--- src/rtl/font_glyph_offset_lookup_assert.svh ---
// assertion macros shared by the glyph offset lookup modules
`ifndef FONT_GLYPH_OFFSET_LOOKUP_ASSERT_SVH
`define FONT_GLYPH_OFFSET_LOOKUP_ASSERT_SVH

// same-cycle implication, sampled on clk, off while in reset
`define FGOL_ASSERT_IMP(lbl, ante, cons) \
lbl: assert property (@(posedge clk) disable iff (!arst_n) (ante) |-> (cons)) \
	else $error("fgol assertion failed");

// next-cycle implication, sampled on clk, off while in reset
`define FGOL_ASSERT_NEXT(lbl, ante, cons) \
lbl: assert property (@(posedge clk) disable iff (!arst_n) (ante) |=> (cons)) \
	else $error("fgol assertion failed");

`endif

--- src/rtl/fgol_pkg.sv ---
// types, constants and microcode rom of the glyph offset lookup
`timescale 1ns / 1ps
package fgol_pkg;

	localparam int MAX_BLOCKS_DEF = 256;

	localparam logic KIND_LOOKUP = 1'b0;
	localparam logic KIND_LOAD   = 1'b1;

	localparam logic [2:0] REG_WIDTH      = 3'd0;
	localparam logic [2:0] REG_HEIGHT     = 3'd1;
	localparam logic [2:0] REG_DOUBLE     = 3'd2;
	localparam logic [2:0] REG_BLOCKS     = 3'd3;
	localparam logic [2:0] REG_SINGLE_OFF = 3'd4;
	localparam logic [2:0] REG_TABLE_OFF  = 3'd5;

	typedef logic [2:0] step_t;

	localparam step_t S_IDLE  = 3'd0;
	localparam step_t S_DISP  = 3'd1;
	localparam step_t S_SBMUL = 3'd2;
	localparam step_t S_WINIT = 3'd3;
	localparam step_t S_WRD   = 3'd4;
	localparam step_t S_CMP   = 3'd5;
	localparam step_t S_CMUL  = 3'd6;
	localparam step_t S_FIN   = 3'd7;

	typedef enum logic [2:0] {
		COND_NEXT      = 3'd0,
		COND_ALWAYS    = 3'd1,
		COND_NO_LOOKUP = 3'd2,
		COND_DOUBLE    = 3'd3,
		COND_END       = 3'd4,
		COND_MORE      = 3'd5,
		COND_OUT_BUSY  = 3'd6
	} cond_t;

	typedef struct packed {
		cond_t cond;
		step_t target;
		logic  accept;
		logic  sb_mul;
		logic  walk_init;
		logic  rd;
		logic  cmp;
		logic  cnt_mul;
		logic  fin;
	} ctl_t;

	typedef struct packed {
		logic lookup;
		logic dbl;
		logic walk_end;
		logic more;
		logic out_busy;
	} sts_t;

	typedef struct packed {
		logic [7:0] width;
		logic [7:0] height;
		logic       dbl;
		logic [7:0] block_count;
		logic [7:0] single_off;
		logic [7:0] table_off;
	} cfg_t;

	function automatic ctl_t ucode(step_t s);
		ctl_t c;
		c = '0;
		c.cond = COND_NEXT;
		unique case (s)
			S_IDLE: begin
				c.accept = 1'b1;
				c.cond   = COND_NO_LOOKUP;
				c.target = S_IDLE;
			end
			S_DISP: begin
				c.cond   = COND_DOUBLE;
				c.target = S_WINIT;
			end
			S_SBMUL: begin
				c.sb_mul = 1'b1;
				c.cond   = COND_ALWAYS;
				c.target = S_FIN;
			end
			S_WINIT: begin
				c.walk_init = 1'b1;
			end
			S_WRD: begin
				c.rd     = 1'b1;
				c.cond   = COND_END;
				c.target = S_CMUL;
			end
			S_CMP: begin
				c.cmp    = 1'b1;
				c.rd     = 1'b1;
				c.cond   = COND_MORE;
				c.target = S_CMP;
			end
			S_CMUL: begin
				c.cnt_mul = 1'b1;
			end
			S_FIN: begin
				c.fin    = 1'b1;
				c.cond   = COND_OUT_BUSY;
				c.target = S_FIN;
			end
			default: begin
				c.cond   = COND_ALWAYS;
				c.target = S_IDLE;
			end
		endcase
		return c;
	endfunction

endpackage

--- src/rtl/fgol_seq.sv ---
// microcode sequencer: step counter, rom and jump logic
`timescale 1ns / 1ps
`include "font_glyph_offset_lookup_assert.svh"
module fgol_seq (
	input  logic           clk,
	input  logic           arst_n,
	input  fgol_pkg::sts_t sts,
	output fgol_pkg::ctl_t ctl
);
	import fgol_pkg::*;

	step_t upc_q;
	step_t upc_d;
	logic  take;

	assign ctl = ucode(upc_q);

	always_comb begin
		case (ctl.cond)
			COND_NEXT:      take = 1'b0;
			COND_ALWAYS:    take = 1'b1;
			COND_NO_LOOKUP: take = !sts.lookup;
			COND_DOUBLE:    take = sts.dbl;
			COND_END:       take = sts.walk_end;
			COND_MORE:      take = sts.more;
			COND_OUT_BUSY:  take = sts.out_busy;
			default:        take = 1'b0;
		endcase
		// last step wraps back to idle
		upc_d = take ? ctl.target : step_t'(upc_q + 3'd1);
	end

	always_ff @(posedge clk or negedge arst_n) begin
		if (!arst_n) begin
			upc_q <= S_IDLE;
		end else begin
			upc_q <= upc_d;
		end
	end

	`FGOL_ASSERT_NEXT(a_jump_taken, ctl.cond == COND_ALWAYS, upc_q == $past(ctl.target))
	`FGOL_ASSERT_NEXT(a_lookup_leaves_idle, ctl.accept && sts.lookup, upc_q == S_DISP)

endmodule

--- config.mk ---
export PLATFORM = sky130hd
export DESIGN_NAME = fgol_seq
export DESIGN_NICKNAME = d
export VERILOG_FILES = /design/src/rtl/fgol_pkg.sv /design/src/rtl/fgol_seq.sv
export VERILOG_INCLUDE_DIRS = /design/src /design/src/rtl
export SDC_FILE = /design/constraint.sdc
export NUM_CORES = 1
export LEC_CHECK = 0
export CORE_AREA = 2 2 39 41
export CTS_BUF_LIST = sky130_fd_sc_hd__clkbuf_8
export DETAILED_ROUTE_END_ITERATION = 10
export DIE_AREA = 0 0 41 43
export DONT_BUFFER_PORTS = 1
export HOLD_SLACK_MARGIN = 0.12
export PLACE_DENSITY = 0.54
export SETUP_SLACK_MARGIN = 0.5
export SYNTH_ARGS = -nofsm -noshare
export SYNTH_HDL_FRONTEND = slang
export SYNTH_SLANG_ARGS = --single-unit
--- constraint.sdc ---
create_clock -name clk -period 2.6 [get_ports clk]
set_input_delay 0.26 -clock clk [delete_from_list [all_inputs] [get_ports clk]]
set_output_delay 0.26 -clock clk [all_outputs]
set_load 0.02 [all_outputs]
; ---- Word level (Yosys, flattened, before mapping)
; Cells that the tools add are included.
[totals]
output_inout_bits = 13
elab_cells = 28
regBits = 3
input_bits = 7
[op_classes]
reduce_logical = 3
n_eq_ne = 13
addsub = 1
mux = 10
[ops]
columns = operator, n
row1 = case mux 6 bit (6 select lines), 1
row2 = == test 3 bit (second input constant), 7
row3 = == test 3 x 2 -> 1 bit (second input constant), 4
row4 = two-way mux 1 bit, 7
row5 = == test 3 x 1 -> 1 bit (second input constant), 2
row6 = case mux 1 bit (6 select lines), 1
row7 = adder 3 x 1 -> 3 bit (second input constant), 1
row8 = zero test 3 bit, 1
row9 = two-way mux 3 bit, 1
row10 = OR reduction 2 bit, 1
row11 = zero test 1 bit, 1

; ---- Longest topological paths before layout
[logic_depth]
ltp_word = 5
depth_mapped = 6
mapped_depth_nobuf = 6

; ---- Worst setup path before layout
; No wires, ideal clock.
[synth_path]
path_kind = register to register
from = register upc_q[1]
to = register upc_q[1]
n_path_buf = 0
synth_period_minus_slack_ns = 2.257
setup_slack_ns = 0.343
setup_ns = 0.128
required_time_ns = 2.472
t_arrival_ns = 2.129
path_stages_with_launch = 7
path_cell_list = dfrtp_1 -> ha_1 -> ha_1 -> nand2b_1 -> a211o_1 -> a22oi_2 -> mux2_1
[synth_rtl]
columns = element, line
row1 = start: declaration, fgol_seq.sv:12  ; step_t upc_q;
row2 = start signal: assignment, fgol_seq.sv:37  ; upc_q <= upc_d;

==> results.rst <==
.. list-table::
   :header-rows: 1

   * - Metric
     - Value
   * - Final net count
     - 64
   * - Overall routed net length
     - 936 um
   * - Max-capacitance violation count
     - 0
   * - Cts bufs inserted
     - 3
   * - Via-per-instance ratio
     - 4.92
   * - ANT cells
     - 0
   * - Net count of the mapped netlist
     - 55
   * - Sequential-to-total area share from yosys stat
     - 0.197
   * - Count of vias placed by the detailed router
     - 325
   * - Pre-CTS worst setup slack
     - 365 ps
   * - Worst clock skew on the final layout
     - 0.393 ps
   * - RSZ-0062 raised after global routing
     - true
   * - Number of flip-flops in the largest register
     - 3
   * - H-tree depth reported by CTS
     - 1
   * - Multi-input logic area
     - 328 um2
   * - Clock Tree Root
     - sky130_fd_sc_hd__clkbuf_8
   * - Peak clock frequency supported by timing
     - 481 MHz
   * - Final sum of negative setup slack
     - 0 ps
   * - Mean area per synthesized cell
     - 9.09 um2
   * - Number of failing setup endpoints in the final timing report
     - 0
   * - Final worst-path setup slack
     - 520 ps
   * - Largest fanout of any net on the critical path
     - 4
   * - Number of enable flip-flop cells after synthesis
     - 0
   * - Worst-case reg-to-reg path depth
     - 6
   * - Drc violations
     - 0
   * - Post-DP Area
     - 412 um2
   * - DP HPWL
     - 685 um
   * - Detailed-routing iteration count for the pre-antenna-repair pass
     - 2
   * - First-pass GRT wire length
     - 1450 um
   * - Die Y-Extent
     - 43 um
   * - Remaining global-route overflow
     - 0
   * - Clk_lat worst skew
     - 210 ps
   * - Crit Reg-Reg Startpoint
     - upc_q[1]
   * - Starting Density
     - 0.276
   * - Top Registers
     - upc_q: 3 flops
   * - Period minus WS final
     - 2080 ps
   * - Post-synthesis cell area
     - 382 um2
   * - Number of cells in the design after placement
     - 57
   * - Worst hold-check path type
     - primary input to async pin
   * - Violation count after the first detailed-route iteration
     - 1
   * - Leading register cell type out of synthesis
     - sky130_fd_sc_hd__dfrtp_1
   * - Area share of the largest cell type after synthesis
     - 0.197
   * - Largest cells by area after synthesis
     - sky130_fd_sc_hd__dfrtp_1 20%, sky130_fd_sc_hd__ha_1 20%, sky130_fd_sc_hd__nand2b_1 4.9%
   * - Vias in the first global route
     - 316
   * - Most frequently used cell type in the post-synthesis netlist
     - sky130_fd_sc_hd__ha_1
   * - IO Count
     - 20
   * - Slack of the worst reg-to-reg path
     - 560 ps
   * - Area of the core region
     - 1380 um2
   * - Layout cell share with drive strength beyond 1
     - 0.440
   * - Total Routing Usage GR
     - 0.125
   * - Synth cell count leaders
     - 6 x sky130_fd_sc_hd__ha_1, 4 x sky130_fd_sc_hd__inv_1, 3 x sky130_fd_sc_hd__dfrtp_1, 3 x sky130_fd_sc_hd__nand2b_1, 3 x sky130_fd_sc_hd__nor2_1
   * - CTS tree
     - done
   * - Yosys warns
     - 0
   * - Register ranked first by flip-flop count
     - upc_q
   * - Sequential cell area
     - 78.8 um2
   * - Placement row count
     - 14
   * - Maximum clock path buffer count
     - 2
   * - Share of flip-flops with an asynchronous set or reset after synthesis
     - 1.00
   * - Status
     - finished, final reports clean
   * - Data arrival time of the critical path
     - 1820 ps
   * - Worst setup EP type
     - primary output
   * - Remaining antenna violation count
     - 0
   * - Total of fill cells in the finished design
     - 151
   * - TritonCTS sink count
     - 3
   * - Transition time at the pin with the least slew margin
     - 497 ps
   * - Worst Setup EP
     - ctl[7]
   * - Startpoint type of the worst setup path
     - flop
   * - DIE WIDTH
     - 41 um
   * - Worst setup path startpoint
     - upc_q[1]
   * - Final period utilization
     - 0.800
   * - Weighted congestion reported at the end of routability-driven placement
     - 0.659
   * - End of the worst register-to-register path
     - upc_q[1]
   * - Worst slew margin relative to its limit
     - 0.668
   * - Total non-filler cell area in the finished layout
     - 527 um2
   * - Area added between synthesis and finish
     - 38.0%
   * - Wire per inst
     - 14.2 um
   * - Post-synthesis cell type count
     - 23
   * - Pin count of the biggest net entering global routing
     - 13
   * - Clock slew seen by the registers of the worst setup and hold paths
     - 30 ps
   * - Non-Filler Instances
     - 66
   * - Count of input and output buffers
     - 0
   * - Worst setup path category
     - flop to primary output
   * - Number of antenna violations at the first check in global routing
     - 0
   * - Cell type contributing the most total cell area after synthesis
     - sky130_fd_sc_hd__dfrtp_1
   * - Final number of hold-violating endpoints
     - 0
   * - Required time of the critical path
     - 2340 ps
   * - Count of mapped cells out of synthesis
     - 42
   * - Number of pins with negative max-slew slack in the final report
     - 0
   * - FF+latch count, synth
     - 3
   * - Floorplan die area
     - 1760 um2
[repair_timing]
item,4_1_cts,5_1_grt
hold buffers,1,0
pin swaps,3,2
gates resized for setup,7,3
buffers inserted,4,0
setup endpoints to repair,4,3
endpoints found under the hold margin,3,0
[layer usage]
metal | vias up | track usage | part of all wire
met5 | - | 0 | 0
met3 | 0 | 0.0209 | 0.056
met4 | 0 | 0.0800 | 0
li1 | 160 | - | -
met1 | 154 | 0.139 | 0.42
met2 | 11 | 0.203 | 0.52
[layout by cell type (no fill, tap or decap), drive strengths merged]
| cell | instances |
|---|---|
| mux2i | 1 |
| o21a | 1 |
| o21bai | 2 |
| dfrtp | 3 |
| and2b | 2 |
| mux2 | 1 |
| clkbuf | 3 |
| nor3 | 2 |
| a22oi | 1 |
| inv | 6 |
| or2 | 2 |
| ha | 6 |
| a211oi | 2 |
| a2bb2oi | 1 |
| dlygate4sd3 | 1 |
| nor2 | 3 |
| a221oi | 1 |
| and2 | 2 |
| nand2 | 1 |
| a211o | 2 |
| buf | 4 |
| nand2b | 3 |
[layout make-up]
class,instances,area share
Inverter,5,0.0356
Multi-Input combinational cell,33,0.622
Timing Repair Buffer,5,0.0689
Sequential cell,3,0.150
Clock buffer,3,0.0784
Tap cell,16,0.0380
Clock inverter,1,0.00713
[critical path, cell delays in order (launching register included)]
cell	delay, ps
sky130_fd_sc_hd__dfrtp_2	430
sky130_fd_sc_hd__buf_4	150
sky130_fd_sc_hd__ha_2	170
sky130_fd_sc_hd__and2b_4	210
sky130_fd_sc_hd__a211o_4	360
sky130_fd_sc_hd__or2_4	280
[cell families after synthesis]
family                   count (synthesis)  synth area share
AND/OR/NAND/NOR                         15             0.233
buffers and inverters                    6            0.0787
AO/OA/AOI/OAI                           10             0.239
flip-flops                               3             0.197
adder cells (fa/ha/maj)                  6             0.197
multiplexers                             2            0.0557
[how the worst min path moves through the flow]
| stage | start | to | slack [ps] | depth (start not counted) |
|---|---|---|---|---|
| global route | arst_n | upc_q[1] | 300 | 1 |
| global placement | arst_n | upc_q[2] | -40 | 0 |
| floorplan | arst_n | upc_q[0] | -40 | 0 |
| finish | arst_n | upc_q[1] | 300 | 1 |
| detailed placement | arst_n | upc_q[0] | -40 | 0 |
| CTS | arst_n | upc_q[1] | 300 | 1 |
[metrics by stage]
step	hold WS, ps	util
after floorplan	-35.6	-
after global placement	-35.5	0.297
after detailed placement	-35.5	0.297
after CTS	296	0.377
after global routing	302	0.381
final	298	0.381
Power is left out: the tool's default activity adds up to more than one toggle a clock period on the data nets, which glitch-free logic cannot reach.
